[src/design/rect_pkg.sv]
// ----------------------------------------------------------------------------
// rect_pkg
// Shared types, constants and round functions of the RECTANGLE-80 encryptor.
// ----------------------------------------------------------------------------
package rect_pkg;

    localparam int NUM_ROUNDS = 25;
    localparam int ROUND_W    = 5;
    localparam int BLOCK_W    = 64;
    localparam int KEY_W      = 80;
    localparam int ROW_W      = 16;
    localparam int CFG_IDX_W  = 8;
    localparam int CFG_DATA_W = 64;

    // configuration register indexes
    localparam logic [CFG_IDX_W-1:0] CFG_KEY_UPPER       = 8'd0;
    localparam logic [CFG_IDX_W-1:0] CFG_KEY_LOWER       = 8'd1;
    localparam logic [CFG_IDX_W-1:0] CFG_ROUND_COUNT     = 8'd2;
    localparam logic [CFG_IDX_W-1:0] CFG_FINAL_WHITENING = 8'd3;

    localparam logic [ROUND_W-1:0] RC_MASK = 5'h1F;

    // block state and running key travel together down the cell row
    typedef struct packed {
        logic [KEY_W-1:0]   key;
        logic [BLOCK_W-1:0] state;
    } t_blk;

    function automatic logic [3:0] sbox(input logic [3:0] v);
        logic [3:0] s;
        case (v)
            4'h0: s = 4'h6;
            4'h1: s = 4'h5;
            4'h2: s = 4'hC;
            4'h3: s = 4'hA;
            4'h4: s = 4'h1;
            4'h5: s = 4'hE;
            4'h6: s = 4'h7;
            4'h7: s = 4'h9;
            4'h8: s = 4'hB;
            4'h9: s = 4'h0;
            4'hA: s = 4'h3;
            4'hB: s = 4'hD;
            4'hC: s = 4'h8;
            4'hD: s = 4'hF;
            4'hE: s = 4'h4;
            default: s = 4'h2;
        endcase
        return s;
    endfunction

    function automatic logic [ROUND_W-1:0] rcon(input logic [ROUND_W-1:0] rnd);
        logic [ROUND_W-1:0] c;
        case (rnd)
            5'd0:  c = 5'h01;
            5'd1:  c = 5'h02;
            5'd2:  c = 5'h04;
            5'd3:  c = 5'h09;
            5'd4:  c = 5'h12;
            5'd5:  c = 5'h05;
            5'd6:  c = 5'h0B;
            5'd7:  c = 5'h16;
            5'd8:  c = 5'h0C;
            5'd9:  c = 5'h19;
            5'd10: c = 5'h13;
            5'd11: c = 5'h07;
            5'd12: c = 5'h0F;
            5'd13: c = 5'h1F;
            5'd14: c = 5'h1E;
            5'd15: c = 5'h1C;
            5'd16: c = 5'h18;
            5'd17: c = 5'h11;
            5'd18: c = 5'h03;
            5'd19: c = 5'h06;
            5'd20: c = 5'h0D;
            5'd21: c = 5'h1B;
            5'd22: c = 5'h17;
            5'd23: c = 5'h0E;
            5'd24: c = 5'h1D;
            default: c = 5'h00;
        endcase
        return c & RC_MASK;
    endfunction

    // one full round on data and key, round index rnd
    function automatic t_blk rect_round(input t_blk b, input logic [ROUND_W-1:0] rnd);
        logic [ROW_W-1:0] s [4];
        logic [ROW_W-1:0] k [5];
        logic [ROW_W-1:0] r0;
        logic [ROW_W-1:0] r1;
        logic [ROW_W-1:0] r3;
        logic [3:0]       col;
        logic [3:0]       sub;
        t_blk             res;
        for (int i = 0; i < 4; i++) begin
            s[i] = b.state[i*ROW_W +: ROW_W] ^ b.key[i*ROW_W +: ROW_W];
        end
        for (int i = 0; i < 5; i++) begin
            k[i] = b.key[i*ROW_W +: ROW_W];
        end
        // substitute all sixteen data columns
        for (int j = 0; j < ROW_W; j++) begin
            col = {s[3][j], s[2][j], s[1][j], s[0][j]};
            sub = sbox(col);
            for (int i = 0; i < 4; i++) begin
                s[i][j] = sub[i];
            end
        end
        // substitute the four low key columns
        for (int j = 0; j < 4; j++) begin
            col = {k[3][j], k[2][j], k[1][j], k[0][j]};
            sub = sbox(col);
            for (int i = 0; i < 4; i++) begin
                k[i][j] = sub[i];
            end
        end
        r0 = k[0];
        r1 = k[1];
        r3 = k[3];
        res.state = {{s[3][2:0], s[3][15:3]},
                     {s[2][3:0], s[2][15:4]},
                     {s[1][14:0], s[1][15]},
                     s[0]};
        res.key   = {r0,
                     {r3[3:0], r3[15:4]} ^ k[4],
                     r3,
                     k[2],
                     {r0[7:0], r0[15:8]} ^ r1 ^ {11'd0, rcon(rnd)}};
        return res;
    endfunction

endpackage

[src/design/rect_round_cell.sv]
// ----------------------------------------------------------------------------
// rect_round_cell
// One round of the cell row: applies its round when enabled and registers
// the block and running key towards the next cell.
// ----------------------------------------------------------------------------
module rect_round_cell import rect_pkg::*; (
    input  logic               i_clk,
    input  logic               i_rst_n,
    input  logic               i_valid,
    input  t_blk               i_blk,
    input  logic [ROUND_W-1:0] i_round,
    input  logic [ROUND_W-1:0] i_num_rounds,
    input  logic               i_ready,
    output logic               o_valid,
    output t_blk               o_blk,
    output logic               o_ready
);

    logic r_valid;
    t_blk r_blk;
    t_blk n_blk;

    // rounds beyond the programmed count pass the beat through unchanged
    assign n_blk   = (i_round < i_num_rounds) ? rect_round(i_blk, i_round) : i_blk;
    assign o_ready = !r_valid || i_ready;
    assign o_valid = r_valid;
    assign o_blk   = r_blk;

    always_ff @(posedge i_clk) begin
        if (!i_rst_n) begin
            r_valid <= 1'b0;
        end else if (o_ready) begin
            r_valid <= i_valid;
        end
    end

    always_ff @(posedge i_clk) begin
        if (o_ready && i_valid) begin
            r_blk <= n_blk;
        end
    end

endmodule

[config.mk]
export PLATFORM = sky130hd
export DESIGN_NAME = rect_round_cell
export DESIGN_NICKNAME = d
export VERILOG_FILES = /design/src/design/rect_pkg.sv /design/src/design/rect_round_cell.sv
export SDC_FILE = /design/constraint.sdc
export NUM_CORES = 1
export LEC_CHECK = 0
export ABC_AREA = 1
export BUFFER_PORTS_ARGS = -buffer_cell sky130_fd_sc_hd__clkbuf_2
export CORE_MARGIN = 10
export CORE_UTILIZATION = 29
export DETAILED_ROUTE_END_ITERATION = 10
export PLACE_DENSITY = 0.61
export SLEW_MARGIN = 20
export SYNTH_ARGS = -nofsm -noshare
export SYNTH_HDL_FRONTEND = slang
export SYNTH_SLANG_ARGS = --single-unit
[constraint.sdc]
create_clock -name i_clk -period 10.3 [get_ports i_clk]
set_input_delay 1.545 -clock i_clk [delete_from_list [all_inputs] [get_ports i_clk]]
set_output_delay 1.545 -clock i_clk [all_outputs]
set_load 0.05 [all_outputs]
### Word-level counts from Yosys, hierarchy flattened

Memory sizes are Yosys's and may differ from the RTL's.
Index checks and enable logic that the tools add are counted.

* register bits after elaboration: 145
* ROM bits: 1440
* input port bits: 158
* output and inout port bits: 146
* word-level logic and storage cells: 36
* memories kept: 21

Memory list
* (name not given): words 32, bits a word 5, rd ports 1, clocked after Yosys merged registers in 0, write ports 0, RTL line rect_pkg.sv:54 `case (rnd)`
* (name not given): words 16, bits a word 4, rd ports 1, clocked after Yosys merged registers in 0, write ports 0, RTL line rect_pkg.sv:31 `case (v)`
* (name not given): words 16, bits a word 4, rd ports 1, clocked after Yosys merged registers in 0, write ports 0, RTL line rect_pkg.sv:31
* (name not given): words 16, bits a word 4, rd ports 1, clocked after Yosys merged registers in 0, write ports 0, RTL line rect_pkg.sv:31
* (name not given): words 16, bits a word 4, rd ports 1, clocked after Yosys merged registers in 0, write ports 0, RTL line rect_pkg.sv:31
* (name not given): words 16, bits a word 4, rd ports 1, clocked after Yosys merged registers in 0, write ports 0, RTL line rect_pkg.sv:31
* +15 memories

* order comparisons: 1
* muxes and demuxes: 1
* bitwise operators: 7
* reduce and logical (&&, ||, !) cells: 3

Operator list (number)
* $mux W144: 1
* $xor A16 B16 Y16: 6
* $xor A16 B5 Y16: 1
* $lt A5 B5 Y1: 1
* $logic_and A1 B1 Y1: 1
* $logic_not A1 Y1: 1
* $logic_or A1 B1 Y1: 1

### Depth between registers and ports, before layout

Gate-level depths: netlist (run 1).
An unclocked memory read counts as a cell.

* word-level depth: 4
* mapped depth: 12
* depth with buffers taken out: 12

### Least setup slack after synthesis (run 1)

Ideal clock, no wire load.

* path type: input -> register
* from: input port i_valid
* to: register r_blk, in the netlist o_blk[0], enable pin
* library setup time: 0.694 ns
* data arrival time: 8.510 ns
* required time: 9.606 ns
* path slack: 1.096 ns
* stages: 2
* buffers on the path: 0
* cell sequence: inv_1 a21oi_1

* cells in the longest elaborated chain, start to end: 1

Ends and longest elaborated chain
* from (decl): RTL line rect_round_cell.sv:9 `input logic i_valid,`
* $logic_and A1 B1 Y1: RTL line rect_round_cell.sv:38 `if (o_ready && i_valid) begin`
* to (signal assigned): RTL line rect_round_cell.sv:39 `r_blk <= n_blk;`
* to (decl): RTL line rect_round_cell.sv:20 `t_blk r_blk;`

No other way between the ends.
A chain may end at the register's enable or synchronous reset.

==> results of run 1 <==
## worst paths after layout
kind	endpoint	slack, ns
worst min-delay path	o_valid	0.56
worst max-delay path	o_blk[35]	5.97
worst min register to register	o_valid	0.56
worst max register to register	o_blk[119]	8.23
## sequential cells by signal, summed over array words and instances, names as in the netlist
name     count
o_valid      1
o_blk      144
## cell usage in the layout (no fill, tap or decap), types with 3 or more instances in the layout
master	count
nand2_1	513
o21ai_2	15
edfxtp_1	144
o21ai_1	41
clkbuf_16	17
clkbuf_2	303
and2_1	3
ha_1	99
diode_2	3
xnor2_2	15
nor2_1	29
inv_2	11
o21ai_0	144
xnor2_1	35
nand2_2	3
buf_4	5
nand3_1	41
o211ai_1	14
nand3_2	15
inv_1	179
bufinv_16	4
xor2_1	33
a21oi_1	8
clkinv_4	3
clkinvlp_4	3
## through the flow
step | utilization (%) | setup slack [ns] | hold WS, ns | instances | power, mW
after floorplan | - | 1.10 | 1.11 | 1388 | 1.38
after global placement | 34.6 | 5.45 | 0.535 | 2170 | 1.57
after detailed placement | 34.6 | 5.37 | 0.556 | 2170 | 1.58
after CTS | 36.2 | 5.89 | 0.565 | 2201 | 2.27
after global routing | 36.2 | 5.65 | 0.603 | 2203 | 2.37
final | 36.2 | 5.97 | 0.561 | 2204 | 2.24
## kinds of logic after synthesis
logic type / count (synthesis) / share of synthesized area (%)
fa+ha+maj: 99 / 11.1
simple gates: 608 / 22.2
buf+inv: 228 / 9.02
xor+xnor: 84 / 7.78
flops: 145 / 39.0
compound gates: 224 / 10.9
## layer usage
metal  share of wire, %  GRT usage [%]  vias up
li1                   -              -     5042
met4                2.3           5.48        2
met2                 48           26.1      276
met1                 43           18.2     4522
met3                6.7           4.25       44
met5              0.046              0        -
## power groups by stage
stage / clock network, mW / registers [mW] / logic [mW]
finish: 0.679 / 0.772 / 0.794
detailed placement: 0 / 0.785 / 0.800
global route: 0.714 / 0.778 / 0.874
global placement: 0 / 0.785 / 0.783
CTS: 0.696 / 0.773 / 0.803
floorplan: 0 / 1.02 / 0.355
## area by class of cell
cell class / count / area [µm²]
fillers: 3929 / 24100
multi-input cells: 1015 / 5800
flip-flops and latches: 145 / 4340
repair buffers: 308 / 1550
inverters: 191 / 719
well taps: 511 / 639
clock buffers: 18 / 429
clock inverters: 13 / 186
diodes: 3 / 7.51
## worst max-delay path, delay by kind of cell
family                   cells  cell delay (ns)
buffers and inverters        4             1.70
AND/OR/NAND/NOR              2             0.50
adder cells (fa/ha/maj)      1             0.36
AO/OA/AOI/OAI                2             0.30
==> results.toml, run 1 <==
[clock_network]
cts-root-buf = "clkbuf_16"
clockBufferDepth = 2
cts.clk_slew.worst_paths_ns = 0.08
cts_hold_buffers = 0
post-cts-setup-buffers = 0
clock_latency_ns = 0.45
htree_levels = 4
cts_tree = "done"
cts_resized = 0
numCtsBuffers = 17
clkSinkCount = 145

[routing]
via_per_inst = 4.49
drtIter0Drc = 558
drc = 0
wire_per_inst_um = 16.8
via_count = 9886
drtPass1Iterations = 5
wirelength_um = 37100
postRouteAntennaNets = 0

[synth]
postSynthCellCount = 1388
ys.flop_type = "edfxtp_1"
netlist_area_um2 = 11100
async_reset_ff_share_pct = 0
ys_top_cells_by_count = "513 x nand2_1, 179 x inv_1, 144 x edfxtp_1, 144 x o21ai_0, 99 x ha_1"
synth.top_cells.by_area = "edfxtp_1 39%, nand2_1 17%, ha_1 11%"
syn_nets = 1645
synth_cell_types = 32
synth_warnings = 0
synth_top_area_cell = "edfxtp_1"
synth.most_common_cell = "nand2_1"
synth_top_cell_area_share_pct = 38.8
avgSynthCellArea_um2 = 8.03
synth_edf_count = 144
synth_seq_cells = 145
yosysSeqAreaShare_pct = 39.0

[timing]
clock.fmax_ghz = 0.231
maxSlewViolCount = 0
fin_worst_skew_ns = 0.0136
relSlewSlack_pct = 35.2
tns_ns = 0
hold_violations = 0
setup_viol_count_final = 0
worstMarginPinSlew_ns = 0.972
layout_min_cycle_time_ns = 4.33
fin_crit_sh_pct = 42.0
rsz0062_at_grt = "false"

[global_route]
grt_use_total_pct = 15.4
grt_pass1_vias = 9536
grt_pass1_wl_um = 55000
grt_max_degree = 77
grt_antenna_before_repair = 4
grt_overflow_total = 0

[placement]
dp_hpwl_um = 29700
placed_area_um2 = 13100
place_congestion = 0.873
numPortBuffers = 303

[min_path]
hold_class = "register to register"
min_delay_path_depth = 2
hp-start = "o_valid"

[die]
io_pins = 304
die-area_um2 = 46700
initial_core_util_pct = 29.5
fp.dieH_um = 216
fp-row-count = 71
fp.dieW_um = 216
core-area_um2 = 37800

[setup_path]
arrival_ns = 4.51
cp.required_ns = 10.48
crit_chain = "clkbuf_2 > ha_1 > nand2_1 > inv_2 > o21ai_2 > nand3_4 > inv_4 > buf_4 > o21ai_0"
reg2reg_from = "o_valid"
max_stage_delay_ns = 0.82
worstRegToRegCells = 2
cp_slowest_cell = "inv_4"
cp-end-kind = "register"
worstSetupPathType = "input pin to register"
startpoint = "i_round[2]"
cp_max_fo = 76
cp-start-kind = "input pin"

[power]
p_leak_nw = 6.91
seqPwrFrac_pct = 34.4
intPower_mw = 1.36
cellPowerDensity_nw_per_um2 = 164
p_sw_mw = 0.889
p_sw_share_pct = 39.6
combPwrFrac_pct = 35.4
ir_drop_mv = 0.0806
clkPwrFrac_pct = 30.2

[outcome]
status = "completed"

[finish]
final_area_um2 = 13700
area_growth_pct = 22.8
drive_above_1_share_pct = 23.7
nNetsFinal = 1935

[job]
cap_viol_max_count = 0
(Power assumes the default switching activity.)
==> inputs of run 2 (changes only) <==
--- a/config.mk
+++ b/config.mk
@@ -5,12 +5,12 @@
 export SDC_FILE = /design/constraint.sdc
 export NUM_CORES = 1
 export LEC_CHECK = 0
-export ABC_AREA = 1
+export ABC_AREA = 0
 export BUFFER_PORTS_ARGS = -buffer_cell sky130_fd_sc_hd__clkbuf_2
 export CORE_MARGIN = 10
 export CORE_UTILIZATION = 29
 export DETAILED_ROUTE_END_ITERATION = 10
-export PLACE_DENSITY = 0.61
+export PLACE_DENSITY = 0.62
 export SLEW_MARGIN = 20
 export SYNTH_ARGS = -nofsm -noshare
 export SYNTH_HDL_FRONTEND = slang
==> constraint.sdc (replaced) <==
create_clock -name i_clk -period 4.4 [get_ports i_clk]
set_input_delay 0.66 -clock i_clk [delete_from_list [all_inputs] [get_ports i_clk]]
set_output_delay 0.66 -clock i_clk [all_outputs]
set_load 0.05 [all_outputs]
==> run 2 against run 1 <==
  * Critical endpoint is now o_blk[29]
  * Hold slack worse by 0.12 ns
  * Die area is 4.8% lower
  * Cell count is 16% lower
==> results.toml, run 2 <==
[finish]
area_growth_pct = 23.7
fin_cells = 1860
drive_above_1_share_pct = 25.7
diodes = 0
nFillCells = 3623
layout_common_cells = "303 x clkbuf_2, 232 x nand2_1, 144 x edfxtp_1"
nNetsFinal = 1643
final_area_um2 = 13100
layout_commonest_cell = "clkbuf_2"
largest_reg_flops = 144

[timing]
hold_violations = 0
finalWorstSetupSlack_ns = 1.74
fin_worst_skew_ns = 0.00912
clock.fmax_ghz = 0.376
worstMarginPinSlew_ns = 0.892
rsz0062_at_grt = "false"
maxSlewViolCount = 0
relSlewSlack_pct = 40.5
layout_min_cycle_time_ns = 2.66
tns_ns = 0
setup_viol_count_final = 0
fin_crit_sh_pct = 60.4

[routing]
wire_per_inst_um = 19.1
postRouteAntennaNets = 0
drtIter0Drc = 491
drc = 0
wirelength_um = 35500
via_count = 8842
via_per_inst = 4.75
drtPass1Iterations = 5

[power]
p_leak_nw = 5.86
p_sw_mw = 2.07
combPwrFrac_pct = 36.3
ir_drop_mv = 0.278
clkPwrFrac_pct = 28.7
intPower_mw = 3.13
p_sw_share_pct = 39.7
seqPwrFrac_pct = 34.9
cellPowerDensity_nw_per_um2 = 398

[setup_path]
arrival_ns = 2.84
cp-end-kind = "register"
max_stage_delay_ns = 0.70
cp.required_ns = 4.58
cp_max_fo = 64
r2r_slack_ns = 2.71
cp_slowest_cell = "a31o_4"
crit_chain = "clkbuf_2 > ha_1 > nand2_1 > o21ai_2 > a31o_4 > buf_4 > o21ai_0"
cp-start-kind = "input pin"
worstSetupPathType = "input pin to register"

[synth]
synth_edf_count = 144
synth.top_cells.by_area = "edfxtp_1 41%, ha_1 12%, nand2_1 8.3%"
synth_seq_cells = 145
synth_top_area_cell = "edfxtp_1"
netlist_area_um2 = 10600
synth_cell_types = 50
yosysSeqAreaShare_pct = 41.2
synth_warnings = 0
async_reset_ff_share_pct = 0
avgSynthCellArea_um2 = 9.58
ys.flop_type = "edfxtp_1"
ys_top_cells_by_count = "232 x nand2_1, 144 x edfxtp_1, 107 x o21ai_0"
synth_top_cell_area_share_pct = 41.0
syn_nets = 1359
postSynthCellCount = 1102
synth.most_common_cell = "nand2_1"

[clock_network]
numCtsBuffers = 17
cts_resized = 0
post-cts-setup-buffers = 0
cts_tree = "done"
cts-root-buf = "clkbuf_16"
cts_hold_buffers = 0
clockBufferDepth = 2
htree_levels = 4
clkSinkCount = 145
clock_latency_ns = 0.45
cts.clk_slew.worst_paths_ns = 0.07

[die]
fp-row-count = 69
initial_core_util_pct = 29.5
core-area_um2 = 35700
fp.dieW_um = 211
io_pins = 304
fp.dieH_um = 211
die-area_um2 = 44400

[placement]
dpl.cell_count = 1828
numPortBuffers = 303
place_ws_ns = 1.24
dp_hpwl_um = 27800
placed_area_um2 = 12500
place_congestion = 0.883

[global_route]
grt_pass1_vias = 8737
grt_antenna_before_repair = 3
grt_pass1_wl_um = 52800
grt_overflow_total = 0
grt_use_total_pct = 15.6
grt_max_degree = 145

[outcome]
status = "completed"

[min_path]
hold_class = "input pin to register"

[job]
cap_viol_max_count = 0
-- run 2: routing by layer --
metal,GRT usage [%],share of wire (%)
met3,5.00,7.9
met2,25.4,47
met1,19.5,44
met4,4.37,1.6
met5,0,0.062
-- run 2: power by group through the flow --
stage	combinational, mW	sequential [mW]	clock (mW)
global route	2.06	1.83	1.59
global placement	1.86	1.85	0
finish	1.89	1.82	1.49
CTS	1.91	1.82	1.53
floorplan	0.819	2.40	0
detailed placement	1.90	1.85	0
-- run 2: cells by family (layout without fill, tap and decap cells) --
group	after synthesis	after routing	share of synthesized area, %
DFF	145	145	41.2
muxes	38	38	3.64
buffers and inverters	94	391	4.48
and+or+nand+nor	336	336	12.9
xor gates and xnor gates	140	140	12.3
adders and majority gates	99	99	11.7
AOI/OAI and AO/OA	250	250	13.8
-- run 2: worst max-delay path, delay by kind of cell --
kind            cells  cell delay (ns)
compound gates      3             1.05
simple gates        1             0.06
fa+ha+maj           1             0.35
buf+inv             2             0.67
-- run 2: worst paths after layout --
check,startpoint,end,depth (start not counted)
min reg2reg,o_valid,o_valid,2
max,i_round[2],o_blk[29],7
min,i_rst_n,o_valid,2
max reg2reg,o_valid,o_blk[11],3
-- run 2: metrics by stage --
step	hold WS (ns)	power, mW	util [%]
6_report	0.439	5.20	36.5
5_1_grt	0.431	5.48	36.5
3_5_place_dp	0.541	3.75	34.9
2_1_floorplan	0.799	3.22	-
4_1_cts	0.414	5.26	36.5
3_3_place_gp	0.518	3.71	34.9
-- run 2: cell type report --
cell class / instances / area, µm² / share of cell area (%)
inverter: 49 / 184 / 1.41
sequential: 145 / 4340 / 33.3
clock buffer: 17 / 425 / 3.26
timing repair buffer: 310 / 1610 / 12.3
multi-input combinational: 863 / 5760 / 44.1
tap: 461 / 577 / 4.42
clock inverter: 15 / 160 / 1.23
==> inputs of run 3 (changes only) <==
==> constraint.sdc (replaced) <==
create_clock -name i_clk -period 2.5 [get_ports i_clk]
set_input_delay 0.375 -clock i_clk [delete_from_list [all_inputs] [get_ports i_clk]]
set_output_delay 0.375 -clock i_clk [all_outputs]
set_load 0.05 [all_outputs]
==> run 3 against run 2 <==
  * First-iteration DRC count rose by 19%
  * Clock power rose by 66%
  * Wire length rose by 2.2%
  * Die area did not move
  * Non-clock buffer count rose by 22
  * Combinational power rose by 81%
  * Flip-flop and latch count did not move
  * Clock skew rose by 0.00098 ns
  * Largest cell class unchanged
==> results.toml, run 3 (synthesized netlist as in run 2, its figures left out) <==
[timing]
tns_ns = 0
layout_min_cycle_time_ns = 1.91
maxSlewViolCount = 0
fin_worst_skew_ns = 0.0101
clock.fmax_ghz = 0.524
rsz0062_at_grt = "false"
hold_violations = 0
worstMarginPinSlew_ns = 0.742
fin_crit_sh_pct = 76.4
setup_viol_count_final = 0
finalWorstSetupSlack_ns = 0.590
fin_hold_ws_ns = 0.158
relSlewSlack_pct = 50.2

[setup_path]
cp.required_ns = 2.69
max_stage_delay_ns = 0.34
cp_top_family = "simple AND/OR/NAND/NOR gates"
arrival_ns = 2.10
cp-end-kind = "register"
crit_chain = "clkbuf_2 > inv_1 > ha_1 > nor2b_1 > o21a_1 > or3_1 > nand4_1 > or3b_1"
startpoint = "i_blk[66]"
worst-path-stages = 8
worstRegToRegCells = 3
cp_slowest_cell = "ha_1"
r2r-end = "o_blk[7]"
r2r_slack_ns = 1.00
reg2reg_from = "o_valid"
cp_max_fo = 7
crit_buf_inv = 2
worstSetupPathType = "input pin to register"
cp-start-kind = "input pin"
cp-endpoint = "o_blk[66]"

[clock_network]
post-cts-setup-buffers = 0
cts_hold_buffers = 0
numCtsBuffers = 17
cts_tree = "done"
clockBufferDepth = 2
cts-root-buf = "clkbuf_16"
cts_resized = 0
cts.clk_slew.worst_paths_ns = 0.07
htree_levels = 4
clock_latency_ns = 0.44
clkSinkCount = 145

[finish]
layout_common_cells = "303 x clkbuf_2, 232 x nand2_1, 144 x edfxtp_1"
diodes = 0
nNetsFinal = 1665
regArea_um2 = 4340
multi_input_area_um2 = 5760
area_growth_pct = 25.6
drive_above_1_share_pct = 26.7
final_util_pct = 37.1
nFillCells = 3631
layout_commonest_cell = "clkbuf_2"
largest_reg_flops = 144

[global_route]
grt_antenna_before_repair = 1
grt_use_total_pct = 15.9
grt_max_degree = 71
grt_pass1_vias = 8852
grt_pass1_wl_um = 53600
grt_overflow_total = 0

[placement]
place_ws_ns = 0.133
place_congestion = 0.849
dp_hpwl_um = 29000
numPortBuffers = 303

[routing]
postRouteAntennaNets = 0
via_per_inst = 4.74
wirelength_um = 36300
drc = 0
wire_per_inst_um = 19.3
drtPass1Iterations = 4
drtIter0Drc = 585
via_count = 8925

[die]
io_pins = 304
core-area_um2 = 35700
initial_core_util_pct = 29.5
die-area_um2 = 44400
fp-row-count = 69
fp.dieW_um = 211
fp.dieH_um = 211

[power]
cellPowerDensity_nw_per_um2 = 685
ir_drop_mv = 0.453
p_leak_nw = 5.97

[job]
cap_viol_max_count = 0

[min_path]
hold_class = "input pin to register"

[outcome]
status = "completed"
## run 3: cell type report
| class | count | share of cell area [%] |
|---|---|---|
| repair buffers | 332 | 13.9 |
| flip-flops and latches | 145 | 32.8 |
| clock inverters | 15 | 0.897 |
| inverters | 49 | 1.39 |
| well taps | 461 | 4.35 |
| multi-input cells | 863 | 43.5 |
| clock buffers | 17 | 3.21 |
## run 3: routing by layer
layer	wire [µm]	track usage (%)	share of wire, %
met2	17200	26.1	47
met5	8	0	0.022
met4	476	4.17	1.3
met3	2410	4.18	6.6
met1	16200	20.2	45
## run 3: through the flow
step	power, mW	instances	instance area [µm²]
3_3_place_gp	6.61	1850	12700
6_report	9.08	1882	13300
4_1_cts	9.18	1882	13300
5_1_grt	9.55	1882	13300
2_1_floorplan	5.66	1102	10600
3_5_place_dp	6.67	1850	12700
## run 3: where the power goes
part	internal [mW]	leakage, nW	switching (mW)
combinational	1.01	4.30	2.40
sequential	3.09	1.42	0.101
clock	1.36	0.252	1.12
total	5.46	5.97	3.63
## run 3: how the worst min path moves through the flow
| stage | start | end | slack [ns] | depth (start not counted) |
|---|---|---|---|---|
| after CTS | i_rst_n | o_valid | 0.13 | 2 |
| after global routing | i_rst_n | o_valid | 0.17 | 2 |
| after floorplan | i_valid | o_valid | 0.51 | 2 |
| final | i_rst_n | o_valid | 0.16 | 2 |
| after detailed placement | o_valid | o_valid | 0.51 | 2 |
| after global placement | o_valid | o_valid | 0.49 | 2 |
