File: config.mk
export PLATFORM = sky130hd
export DESIGN_NAME = rect_out_reg
export DESIGN_NICKNAME = d
export VERILOG_FILES = /design/src/design/rect_pkg.sv /design/src/design/rect_out_reg.sv
export SDC_FILE = /design/constraint.sdc
export NUM_CORES = 1
export LEC_CHECK = 0
export ABC_AREA = 1
export BUFFER_PORTS_ARGS = -buffer_cell sky130_fd_sc_hd__buf_2
export CORE_MARGIN = 3
export CORE_UTILIZATION = 40
export CTS_CLUSTER_DIAMETER = 100
export CTS_CLUSTER_SIZE = 20
export DETAILED_ROUTE_END_ITERATION = 8
export GPL_TIMING_DRIVEN = 0
export PLACE_DENSITY = 0.78
export SLEW_MARGIN = 20
export SYNTH_ARGS = -nofsm -noshare
export SYNTH_HDL_FRONTEND = slang
export SYNTH_SLANG_ARGS = --single-unit
export TNS_END_PERCENT = 5
File: constraint.sdc
create_clock -name i_clk -period 4.35 [get_ports i_clk]
set_input_delay 0.87 -clock i_clk [delete_from_list [all_inputs] [get_ports i_clk]]
set_output_delay 0.87 -clock i_clk [all_outputs]
set_load 0.02 [all_outputs]
File: src/design/rect_pkg.sv
// ----------------------------------------------------------------------------
// rect_pkg
// Shared types, constants and round functions of the RECTANGLE-80 encryptor.
// ----------------------------------------------------------------------------
package rect_pkg;

    localparam int NUM_ROUNDS = 25;
    localparam int ROUND_W    = 5;
    localparam int BLOCK_W    = 64;
    localparam int KEY_W      = 80;
    localparam int ROW_W      = 16;
    localparam int CFG_IDX_W  = 8;
    localparam int CFG_DATA_W = 64;

    // configuration register indexes
    localparam logic [CFG_IDX_W-1:0] CFG_KEY_UPPER       = 8'd0;
    localparam logic [CFG_IDX_W-1:0] CFG_KEY_LOWER       = 8'd1;
    localparam logic [CFG_IDX_W-1:0] CFG_ROUND_COUNT     = 8'd2;
    localparam logic [CFG_IDX_W-1:0] CFG_FINAL_WHITENING = 8'd3;

    localparam logic [ROUND_W-1:0] RC_MASK = 5'h1F;

    // block state and running key travel together down the cell row
    typedef struct packed {
        logic [KEY_W-1:0]   key;
        logic [BLOCK_W-1:0] state;
    } t_blk;

    function automatic logic [3:0] sbox(input logic [3:0] v);
        logic [3:0] s;
        case (v)
            4'h0: s = 4'h6;
            4'h1: s = 4'h5;
            4'h2: s = 4'hC;
            4'h3: s = 4'hA;
            4'h4: s = 4'h1;
            4'h5: s = 4'hE;
            4'h6: s = 4'h7;
            4'h7: s = 4'h9;
            4'h8: s = 4'hB;
            4'h9: s = 4'h0;
            4'hA: s = 4'h3;
            4'hB: s = 4'hD;
            4'hC: s = 4'h8;
            4'hD: s = 4'hF;
            4'hE: s = 4'h4;
            default: s = 4'h2;
        endcase
        return s;
    endfunction

    function automatic logic [ROUND_W-1:0] rcon(input logic [ROUND_W-1:0] rnd);
        logic [ROUND_W-1:0] c;
        case (rnd)
            5'd0:  c = 5'h01;
            5'd1:  c = 5'h02;
            5'd2:  c = 5'h04;
            5'd3:  c = 5'h09;
            5'd4:  c = 5'h12;
            5'd5:  c = 5'h05;
            5'd6:  c = 5'h0B;
            5'd7:  c = 5'h16;
            5'd8:  c = 5'h0C;
            5'd9:  c = 5'h19;
            5'd10: c = 5'h13;
            5'd11: c = 5'h07;
            5'd12: c = 5'h0F;
            5'd13: c = 5'h1F;
            5'd14: c = 5'h1E;
            5'd15: c = 5'h1C;
            5'd16: c = 5'h18;
            5'd17: c = 5'h11;
            5'd18: c = 5'h03;
            5'd19: c = 5'h06;
            5'd20: c = 5'h0D;
            5'd21: c = 5'h1B;
            5'd22: c = 5'h17;
            5'd23: c = 5'h0E;
            5'd24: c = 5'h1D;
            default: c = 5'h00;
        endcase
        return c & RC_MASK;
    endfunction

    // one full round on data and key, round index rnd
    function automatic t_blk rect_round(input t_blk b, input logic [ROUND_W-1:0] rnd);
        logic [ROW_W-1:0] s [4];
        logic [ROW_W-1:0] k [5];
        logic [ROW_W-1:0] r0;
        logic [ROW_W-1:0] r1;
        logic [ROW_W-1:0] r3;
        logic [3:0]       col;
        logic [3:0]       sub;
        t_blk             res;
        for (int i = 0; i < 4; i++) begin
            s[i] = b.state[i*ROW_W +: ROW_W] ^ b.key[i*ROW_W +: ROW_W];
        end
        for (int i = 0; i < 5; i++) begin
            k[i] = b.key[i*ROW_W +: ROW_W];
        end
        // substitute all sixteen data columns
        for (int j = 0; j < ROW_W; j++) begin
            col = {s[3][j], s[2][j], s[1][j], s[0][j]};
            sub = sbox(col);
            for (int i = 0; i < 4; i++) begin
                s[i][j] = sub[i];
            end
        end
        // substitute the four low key columns
        for (int j = 0; j < 4; j++) begin
            col = {k[3][j], k[2][j], k[1][j], k[0][j]};
            sub = sbox(col);
            for (int i = 0; i < 4; i++) begin
                k[i][j] = sub[i];
            end
        end
        r0 = k[0];
        r1 = k[1];
        r3 = k[3];
        res.state = {{s[3][2:0], s[3][15:3]},
                     {s[2][3:0], s[2][15:4]},
                     {s[1][14:0], s[1][15]},
                     s[0]};
        res.key   = {r0,
                     {r3[3:0], r3[15:4]} ^ k[4],
                     r3,
                     k[2],
                     {r0[7:0], r0[15:8]} ^ r1 ^ {11'd0, rcon(rnd)}};
        return res;
    endfunction

endpackage

File: src/design/rect_out_reg.sv
// ----------------------------------------------------------------------------
// rect_out_reg
// Output register: adds the final key when whitening is on and holds the
// ciphertext beat until the receiver takes it.
// ----------------------------------------------------------------------------
module rect_out_reg import rect_pkg::*; (
    input  logic               i_clk,
    input  logic               i_rst_n,
    input  logic               i_valid,
    input  t_blk               i_blk,
    input  logic               i_whiten,
    input  logic               i_stall,
    output logic               o_ready,
    output logic               o_valid,
    output logic [BLOCK_W-1:0] o_ciphertext
);

    logic               r_valid;
    logic [BLOCK_W-1:0] r_ct;
    logic [BLOCK_W-1:0] n_ct;

    assign n_ct    = i_whiten ? (i_blk.state ^ i_blk.key[BLOCK_W-1:0]) : i_blk.state;
    assign o_ready = !r_valid || !i_stall;
    assign o_valid = r_valid;
    assign o_ciphertext = r_ct;

    always_ff @(posedge i_clk) begin
        if (!i_rst_n) begin
            r_valid <= 1'b0;
        end else if (o_ready) begin
            r_valid <= i_valid;
        end
    end

    always_ff @(posedge i_clk) begin
        if (o_ready && i_valid) begin
            r_ct <= n_ct;
        end
    end

endmodule

# Word-level counts from Yosys, hierarchy flattened
# Index checks and enable logic that the tools add are counted.
# totals
out_inout_bits,66
reg_bits,65
# op_classes
muxes,1
reduce_logical,4
n_bitwise,1
# ops
op,n
$mux 64,1
$xor 64x64->64,1
$logic_not 1->1,2
$logic_and 1x1->1,1
$logic_or 1x1->1,1

# Depth between registers and ports, before layout
# Gate-level depths: netlist of the first run.
# logic_depth
word_depth,3
mapped_depth,6

# Least setup slack after synthesis of the first run
# No wires, ideal clock.
# synth_path
path_kind,input port to flip-flop
start,in i_valid
end,"reg r_ct[0], in the netlist o_ciphertext[0] (enable)"
stages,2
t_required_ps,3843
t_arrival_ps,4015
path_slack_ps,-172
setup_time_ps,507
path_cell_list,inv_1 > a21oi_1
# synth_via
elab_chain_len,1
# synth_lines
item,line,rtl
"start, declared",rect_out_reg.sv:9,"input logic i_valid,"
$logic_and 1x1->1,rect_out_reg.sv:36,if (o_ready && i_valid) begin
"end signal, assigned",rect_out_reg.sv:37,r_ct <= n_ct;
"end, declared",rect_out_reg.sv:19,logic [BLOCK_W-1:0] r_ct;
# Every way passes these cells.
# A chain may end at the register's enable or synchronous reset.

# Worst setup path after layout of the first run
# layout_path
start,in i_stall
end,out o_ready
# layout_via
elab_chain_len,2
# layout_lines
item,line,rtl
"start, declared",rect_out_reg.sv:12,"input logic i_stall,"
$logic_not 1->1,rect_out_reg.sv:23,assign o_ready = !r_valid || !i_stall;
$logic_or 1x1->1,rect_out_reg.sv:23,
"end, declared",rect_out_reg.sv:13,"output logic o_ready,"
# Every way passes these cells.

==> results of run 1 <==
## worst max path at each step
stage          slack (ps)         endpoint
6_report             2240          o_ready
3_3_place_gp          470  o_ciphertext[3]
3_5_place_dp         2190  o_ciphertext[1]
5_1_grt              2220          o_ready
4_1_cts              2250          o_ready
2_1_floorplan        1270  o_ciphertext[0]
## worst max-delay path, cell delays in order
cell and delay [ps]:
buf_2 120, nand2_1 80, buf_2 160
## sequential cells by signal, summed over array words and instances, names as in the netlist
| register | count |
|---|---|
| o_valid | 1 |
| o_ciphertext | 64 |
## area by class of cell
| class | count | area (sq um) | share of cell area, % |
|---|---|---|---|
| tap | 108 | 135 | 2.71 |
| buffer | 14 | 128 | 2.56 |
| inverter | 129 | 484 | 9.70 |
| multi-input combinational | 259 | 1070 | 21.4 |
| clock buffer | 12 | 145 | 2.91 |
| sequential | 65 | 1940 | 38.9 |
| timing repair buffer | 200 | 1070 | 21.4 |
| clock inverter | 4 | 20.0 | 0.401 |
## per-layer routing
layer  share of wire, %  vias to the layer above  wire [microns]  global-route usage, %
met5                  0                        -               0                      0
met4                2.0                        0             188                   7.67
met3                9.1                       19             835                   5.19
met2                 52                      124            4760                   30.3
met1                 37                     1533            3400                   19.1
li1                   -                     1823               -                      -
## stage by stage
| step | setup WS, ps | hold WS (ps) | util, % | cells |
|---|---|---|---|---|
| 6_report | 2240 | 557 | 57.0 | 791 |
| 5_1_grt | 2220 | 594 | 57.0 | 791 |
| 4_1_cts | 2250 | 561 | 57.0 | 791 |
| 3_5_place_dp | 2190 | 547 | 55.1 | 775 |
| 3_3_place_gp | 466 | 492 | 54.0 | 772 |
| 2_1_floorplan | 1270 | 734 | - | 467 |
## where the power goes
part           total [W]  internal (W)  switching (W)
logic           0.000324      0.000130       0.000194
registers       0.000754      0.000744     0.00000988
clock network   0.000441      0.000219       0.000222
## cell families (layout without fill, tap and decap cells)
group / after synthesis / after routing / synth area share [%]
AOI/OAI and AO/OA: 2 / 2 / 0.346
and+or+nand+nor: 257 / 257 / 28.9
buffers and inverters: 143 / 359 / 16.9
DFF: 65 / 65 / 53.8
## cells in the final DEF, fill, tap and decap left out
cell type	count
a21oi_4	1
clkinv_2	4
buf_16	3
dfxtp_1	1
nand2_1	193
buf_6	6
nand3_1	64
buf_2	197
inv_1	129
a21boi_0	1
edfxtp_1	64
clkbuf_1	2
buf_4	8
clkbuf_8	10
==> reports/qor.txt, run 1 <==
core area -> 8760 sq um
syn_nets -> 616
Power, Total -> 0.00152 W
max_cap viols -> 0
Mapped Cells -> 467
reg2reg end -> o_ciphertext[48]
RSZ-0062 raised after global routing -> no
number of nets with antenna violations after routing -> 0
Tmin final -> 2110 ps
Hold Path Depth -> 2
DR iter-0 viols -> 110
Slew Limit Fails -> 0
Ports -> 215
htree depth -> 3
worst reg-to-reg path cell count -> 3
critical path fanouts, max -> 2
most frequent cells after synthesis -> nand2_1 (193), inv_1 (129), edfxtp_1 (64), nand3_1 (64), buf_4 (8)
Vias/cell -> 4.42
WHS Endpoint -> o_valid
Sink Count -> 65
first-pass GRT wire length -> 13800 microns
gr ovfl total -> 0
final period utilization -> 48.4%
drt drc -> 0
initial cell density of the core -> 41.2%
standard-cell rows -> 34
Max rail drop VDD -> 0.000141 V
r2r startpoint -> o_valid
post-synthesis sequential area ratio -> 53.8%
achievable frequency -> 475 MHz
post-layout net count -> 827
TritonCTS Buffers -> 9
DRT Pass-1 Iters -> 5
Clock transition at path regs -> 70 ps
Setup Skew -> 10.3 ps
setup tns final -> 0 ps
Final HPWL DP -> 7480 microns
die width -> 101 microns
Hold Crit Start -> o_valid
synthesized cell area -> 3610 sq um
Synth area leaders -> edfxtp_1 (53%), nand2_1 (20%), inv_1 (13%)
Area Overhead vs Synth -> 38.2%
cell area after layout -> 4990 sq um
Wirelength per Cell -> 11.6 microns
predominant post-synthesis flop cell -> edfxtp_1
Hold Fails Final Rpt -> 0
Yosys warnings -> 0
largest net degree at the start of global routing -> 23
status -> finished clean
Die H -> 101 microns
via count -> 3499
share of Yosys cell area claimed by the top area cell type -> 53.2%
critical path required time -> 3480 ps
Critical Path AT -> 1240 ps
initial antenna violation count -> 0
Setup CP Type -> in -> out
most common cell in the netlist -> nand2_1
worst slew pin tran -> 504 ps
Synth area leader -> edfxtp_1
worst hold path type -> reg -> reg
placed instance area -> 4830 sq um
slew margin rel. -> 66.3%
clk root buf -> clkbuf_8
routability cong. -> 0.734
CTS Hold Bufs -> 0
Mean Syn Cell Area -> 7.73 sq um
buffers added on ports -> 197
share of cells above drive strength 1 -> 33.5%
GRT Util Overall -> 17.2%
clk_lat worst skew -> 320 ps
R2R Setup Slk -> 2860 ps
Post-synth EDFFs -> 64
CTS max path bufs -> 2
startpoint types -> input port
CP startpoint -> i_stall
Fill cells -> 827
TritonCTS clock tree -> done
final setup violation count -> 0
Post-CTS Setup Inserts -> 0
Async SR Flop Fraction -> 0%
ANT cells -> 0
Lkg Pwr -> 2.94 nW
Worst Setup End Kind -> output pin
final wirelength -> 9190 microns
Post-CTS Resized -> 0
#FFs+latches synth -> 65
number of global-route vias before repair -> 3142
Cell variety after synth -> 9
Die ar. -> 10200 sq um
power per cell area -> 304 nW/um^2
No activity file was read; power rests on OpenSTA's default activity.
==> run 2, diff against run 1 <==
--- a/config.mk
+++ b/config.mk
@@ -13,7 +13,7 @@
 export CTS_CLUSTER_SIZE = 20
 export DETAILED_ROUTE_END_ITERATION = 8
 export GPL_TIMING_DRIVEN = 0
-export PLACE_DENSITY = 0.78
+export PLACE_DENSITY = 0.75
 export SLEW_MARGIN = 20
 export SYNTH_ARGS = -nofsm -noshare
 export SYNTH_HDL_FRONTEND = slang
==> constraint.sdc (replaced) <==
create_clock -name i_clk -period 2.2 [get_ports i_clk]
set_input_delay 0.44 -clock i_clk [delete_from_list [all_inputs] [get_ports i_clk]]
set_output_delay 0.44 -clock i_clk [all_outputs]
set_load 0.02 [all_outputs]
==> run 2 against run 1 <==
Against the previous run:
- first-iteration DRC count shrank 42%
- final cell count unchanged
- sequential power grew 98%
- non-clock buffer count did not move
- critical path type is now reg -> out
- critical endpoint unchanged
- largest cell class unchanged
==> reports/qor.txt, run 2 (synthesized netlist as in run 1, its figures left out) <==
status -> finished clean
commonest non-fill, non-tap cell in the layout -> buf_2
Wirelength per Cell -> 11.2 microns (-3.9%)
Largest register FFs -> 64 (unchanged)
gr ovfl total -> 0 (unchanged)
achievable frequency -> 711 MHz
critical path's slowest cell -> dfxtp_1
hold slack -> 362 ps (-195 ps)
Fill cells -> 814 (-1.6%)
final wirelength -> 8840 microns (-3.9%)
Clock transition at path regs -> 70 ps (about the same)
Lkg Pwr -> 2.93 nW (-0.22%)
Post-CTS Setup Inserts -> 0 (unchanged)
via count -> 3474 (-0.71%)
slew margin rel. -> 81.0% (+15 points)
delay-heaviest family, CP -> flip-flops
Final HPWL DP -> 7280 microns (-2.7%)
Crit path buffers/inverters -> 1 (-1)
Critical Path AT -> 970 ps (-270 ps)
standard-cell rows -> 34 (unchanged)
power per cell area -> 599 nW/um^2 (+97%)
TritonCTS Buffers -> 9 (unchanged)
r2r startpoint -> o_valid
Ports -> 215 (unchanged)
Max rail drop VDD -> 0.000225 V (+60%)
CP max stage delay -> 390 ps (+230 ps)
core area -> 8760 sq um (unchanged)
Slew Limit Fails -> 0 (unchanged)
Hold Fails Final Rpt -> 0 (unchanged)
drt drc -> 0 (unchanged)
Setup Skew -> 9.90 ps (-0.351 ps)
worst slew pin tran -> 284 ps (-220 ps)
clk root buf -> clkbuf_8
share of cells above drive strength 1 -> 33.4% (-0.15 points)
utilization after layout -> 57.0% (about the same)
commonest cells after routing, fill and taps aside -> buf_2 (197), nand2_1 (193), inv_1 (129)
setup tns final -> 0 ps (unchanged)
reg2reg end -> o_ciphertext[62]
Crit path depth -> 2 (-1)
R2R Setup Slk -> 890 ps (-1970 ps)
Area Overhead vs Synth -> 38.3% (about the same)
worst hold path type -> in -> reg
Hold Crit Start -> i_rst_n
DRT Pass-1 Iters -> 4 (-1)
buffers added on ports -> 197 (unchanged)
Setup CP Type -> reg -> out
worst reg-to-reg path cell count -> 3 (unchanged)
die width -> 101 microns (unchanged)
htree depth -> 3 (unchanged)
final setup violation count -> 0 (unchanged)
CTS Hold Bufs -> 0 (unchanged)
GRT Util Overall -> 16.8% (-0.46 points)
clk_lat worst skew -> 320 ps (about the same)
post-layout net count -> 827 (unchanged)
largest net degree at the start of global routing -> 26 (+13%)
critical path required time -> 1760 ps (-1720 ps)
Vias/cell -> 4.39 (-0.71%)
routability cong. -> 0.731 (-0.39%)
initial cell density of the core -> 41.2% (unchanged)
RSZ-0062 raised after global routing -> no
number of global-route vias before repair -> 3205 (+2.0%)
Worst Setup End Kind -> output pin
critical path fanouts, max -> 3 (+1)
Sink Count -> 65 (unchanged)
ANT cells -> 0 (unchanged)
TritonCTS clock tree -> done
CP endpoint -> o_ready
Post-CTS Resized -> 0 (unchanged)
CTS max path bufs -> 2 (unchanged)
startpoint types -> flop
DR iter-0 viols -> 64 (-42%)
Die ar. -> 10200 sq um (unchanged)
Die H -> 101 microns (unchanged)
max_cap viols -> 0 (unchanged)
number of nets with antenna violations after routing -> 0 (unchanged)
CP startpoint -> o_valid
initial antenna violation count -> 1 (+1)
critical path, cell by cell -> nand2_1 > buf_2
Tmin final -> 1410 ps
final period utilization -> 64.0%
first-pass GRT wire length -> 13600 microns (-1.2%)
[run 2: worst reg2reg max path, stage by stage, from the launching register on]
cell and delay [ps]:
dfxtp_1 350, a21oi_4 280, buf_16 200, buf_16 190
[run 2: final cells by class]
class / instances / area [sq um] / share of cell area (%)
plain buffers: 14 / 128 / 2.56
clock buffers: 13 / 149 / 2.98
clock inverters: 3 / 17.5 / 0.351
inverters: 129 / 484 / 9.70
multi-input cells: 259 / 1070 / 21.4
flip-flops and latches: 65 / 1940 / 38.9
well taps: 108 / 135 / 2.71
repair buffers: 200 / 1070 / 21.4
[run 2: worst min path at each step]
| stage | endpoint | slack (ps) | cells after the start |
|---|---|---|---|
| after floorplan | o_valid | 590 | 1 |
| after global placement | o_valid | 510 | 2 |
| after detailed placement | o_valid | 540 | 2 |
| after CTS | o_valid | 340 | 2 |
| after global routing | o_valid | 350 | 2 |
| final | o_valid | 360 | 2 |
[run 2: routing by layer]
| metal | vias to the layer above | GRT usage (%) | wire, microns |
|---|---|---|---|
| met5 | - | 0 | 13 |
| met4 | 2 | 7.16 | 187 |
| met3 | 17 | 4.43 | 745 |
| met2 | 119 | 30.6 | 4470 |
| met1 | 1516 | 18.1 | 3410 |
| li1 | 1820 | - | - |
[run 2: power breakdown]
part,internal (W),switching [W]
sequential,0.00147,0.0000197
combinational,0.000257,0.000378
clock,0.000438,0.000426
[run 2: per-stage QoR]
stage               area (sq um)  power, W  worst slack [ps]  std cells
floorplan                   3620   0.00186               228        467
finish                      4990   0.00299               793        791
global placement            4740   0.00211              -273        772
CTS                         4990   0.00304               761        791
detailed placement          4830   0.00216               646        775
global route                4990   0.00316               714        791
==> run 3, diff against run 2 <==
--- a/config.mk
+++ b/config.mk
@@ -13,7 +13,7 @@
 export CTS_CLUSTER_SIZE = 20
 export DETAILED_ROUTE_END_ITERATION = 8
 export GPL_TIMING_DRIVEN = 0
-export PLACE_DENSITY = 0.75
+export PLACE_DENSITY = 0.78
 export SLEW_MARGIN = 20
 export SYNTH_ARGS = -nofsm -noshare
 export SYNTH_HDL_FRONTEND = slang
==> constraint.sdc (replaced) <==
create_clock -name i_clk -period 1.2 [get_ports i_clk]
set_input_delay 0.24 -clock i_clk [delete_from_list [all_inputs] [get_ports i_clk]]
set_output_delay 0.24 -clock i_clk [all_outputs]
set_load 0.02 [all_outputs]
==> run 3 against run 2 <==
Against the previous run:
- largest power group unchanged
- first-iteration DRC count rose by 100%
- via count rose by 1.1%
- sequential share of layout area fell by 0.19 points
- die area did not move
==> reports/qor.txt, run 3 (synthesized netlist as in run 1, its figures left out) <==
status -> finished clean
critical path, cell by cell -> buf_2
TritonCTS clock tree -> done
commonest cells after routing, fill and taps aside -> buf_2 (196), nand2_1 (192), inv_1 (129)
largest net degree at the start of global routing -> 25 (-3.8%)
die width -> 101 microns (unchanged)
r2r startpoint -> o_valid
ANT cells -> 0 (unchanged)
CP startpoint -> o_valid
Setup CP Type -> reg -> out
Worst Setup End Kind -> output pin
achievable frequency -> 861 MHz
placed cells -> 774 (-0.13%)
Hold Crit Start -> i_rst_n
startpoint types -> flop
Hold Path Depth -> 2 (unchanged)
clk root buf -> clkbuf_8
Largest register FFs -> 64 (unchanged)
Lkg Pwr -> 2.95 nW (+0.63%)
Hold Fails Final Rpt -> 0 (unchanged)
Ports -> 215 (unchanged)
Clock transition at path regs -> 70 ps (about the same)
first-pass GRT wire length -> 14100 microns (+3.6%)
initial cell density of the core -> 41.2% (unchanged)
final wirelength -> 9370 microns (+6.0%)
Setup Skew -> 8.51 ps (-1.39 ps)
final setup violation count -> 0 (unchanged)
worst hold path type -> in -> reg
commonest non-fill, non-tap cell in the layout -> buf_2
number of global-route vias before repair -> 3167 (-1.2%)
Die ar. -> 10200 sq um (unchanged)
post-layout net count -> 829 (+0.24%)
final period utilization -> 96.8%
slew margin rel. -> 74.2% (-6.8 points)
buffers added on ports -> 197 (unchanged)
clk_lat worst skew -> 320 ps (about the same)
Vias/cell -> 4.43 (+0.81%)
via count -> 3511 (+1.1%)
worst reg-to-reg path cell count -> 3 (unchanged)
Slew Limit Fails -> 0 (unchanged)
GRT Util Overall -> 17.8% (+1.0 points)
met2 global-route usage -> 33.0% (+2.4 points)
number of nets with antenna violations after routing -> 0 (unchanged)
gr ovfl total -> 0 (unchanged)
gr busiest metal -> met2
drt drc -> 0 (unchanged)
delay-heaviest family, CP -> flip-flops
grt met1 use -> 19.1% (+0.98 points)
CP max stage delay -> 410 ps (+20 ps)
DRT Pass-1 Iters -> 4 (unchanged)
worst slew pin tran -> 386 ps (+102 ps)
initial antenna violation count -> 1 (unchanged)
DR iter-0 viols -> 129 (+100%)
Final HPWL DP -> 7380 microns (+1.3%)
hold slack -> 153 ps (-209 ps)
standard-cell rows -> 34 (unchanged)
core area -> 8760 sq um (unchanged)
Max rail drop VDD -> 0.000516 V (+130%)
Critical Path AT -> 920 ps (-50 ps)
Die H -> 101 microns (unchanged)
CTS max path bufs -> 2 (unchanged)
critical path fanouts, max -> 4 (+1)
Area Overhead vs Synth -> 39.2%
Crit path buffers/inverters -> 1 (unchanged)
max_cap viols -> 0 (unchanged)
critical path required time -> 960 ps (-800 ps)
critical path's slowest cell -> dfxtp_4
share of cells above drive strength 1 -> 33.7% (+0.34 points)
routability cong. -> 0.765 (+4.6%)
Tmin final -> 1160 ps
Wirelength per Cell -> 11.8 microns (+5.8%)
RSZ-0062 raised after global routing -> yes
Sink Count -> 65 (unchanged)
TritonCTS Buffers -> 9 (unchanged)
power per cell area -> 1080 nW/um^2 (+80%)
fin cells -> 793 (+0.25%)
met3 Use GR -> 4.08% (-0.35 points)
htree depth -> 3 (unchanged)
Crit path depth -> 1 (-1)
==> run 3: changes by cell type in the layout (fill, tap and decap cells not counted), sizes merged <==
cell      change
clkbuf        -2
buf           +1
clkinv        +3
clkinvlp      -1
a21oi         +1
==> run 3: metrics by stage <==
stage | total power, W | setup slack, ps | TNS [ps] | utilization, % | instance area (sq um)
global route | 0.00574 | -15.6 | -23.8 | 57.4 | 5030
global placement | 0.00388 | -1130 | -71840 | 54.2 | 4750
CTS | 0.00550 | -7.55 | -7.55 | 57.2 | 5010
finish | 0.00542 | 38.3 | 0 | 57.4 | 5030
floorplan | 0.00342 | -677 | -43350 | - | 3630
detailed placement | 0.00395 | -397 | -21820 | 54.8 | 4800
==> run 3: cell type report <==
class / instances / area (sq um)
Fill cell: 759 / 3740
Tap cell: 108 / 135
Inverter: 129 / 484
Multi-Input combinational cell: 260 / 1090
Clock inverter: 5 / 22.5
Clock buffer: 11 / 131
Sequential cell: 65 / 1950
Buffer: 14 / 128
Timing Repair Buffer: 201 / 1090
==> run 3: metal layers <==
| metal | vias to the layer above | routed length, microns |
|---|---|---|
| met5 | - | 13 |
| met2 | 128 | 4930 |
| met3 | 16 | 686 |
| li1 | 1829 | - |
| met1 | 1536 | 3580 |
| met4 | 2 | 166 |
==> run 3: report_power, final <==
part	internal, W	switching (W)
Combinational	0.000481	0.000705
Sequential	0.00270	0.0000411
Clock	0.000726	0.000771
Total	0.00390	0.00152
==> run 3: final timing paths <==
| kind | slack, ps | end |
|---|---|---|
| worst max register to register | 50 | o_ciphertext[58] |
| worst max-delay path | 40 | o_valid |
| worst min-delay path | 150 | o_valid |
| worst min register to register | 550 | o_valid |
==> run 3: timing repair <==
| action | CTS | global route |
|---|---|---|
| hold buffers | 0 | 0 |
| setup endpoints to repair | 64 | 1 |
| cloned | 1 | 0 |
| pin swaps | 1 | 0 |
| endpoints found under the hold margin | 0 | 0 |
| setup buffers | 2 | 0 |
| gates resized for setup | 1 | 4 |
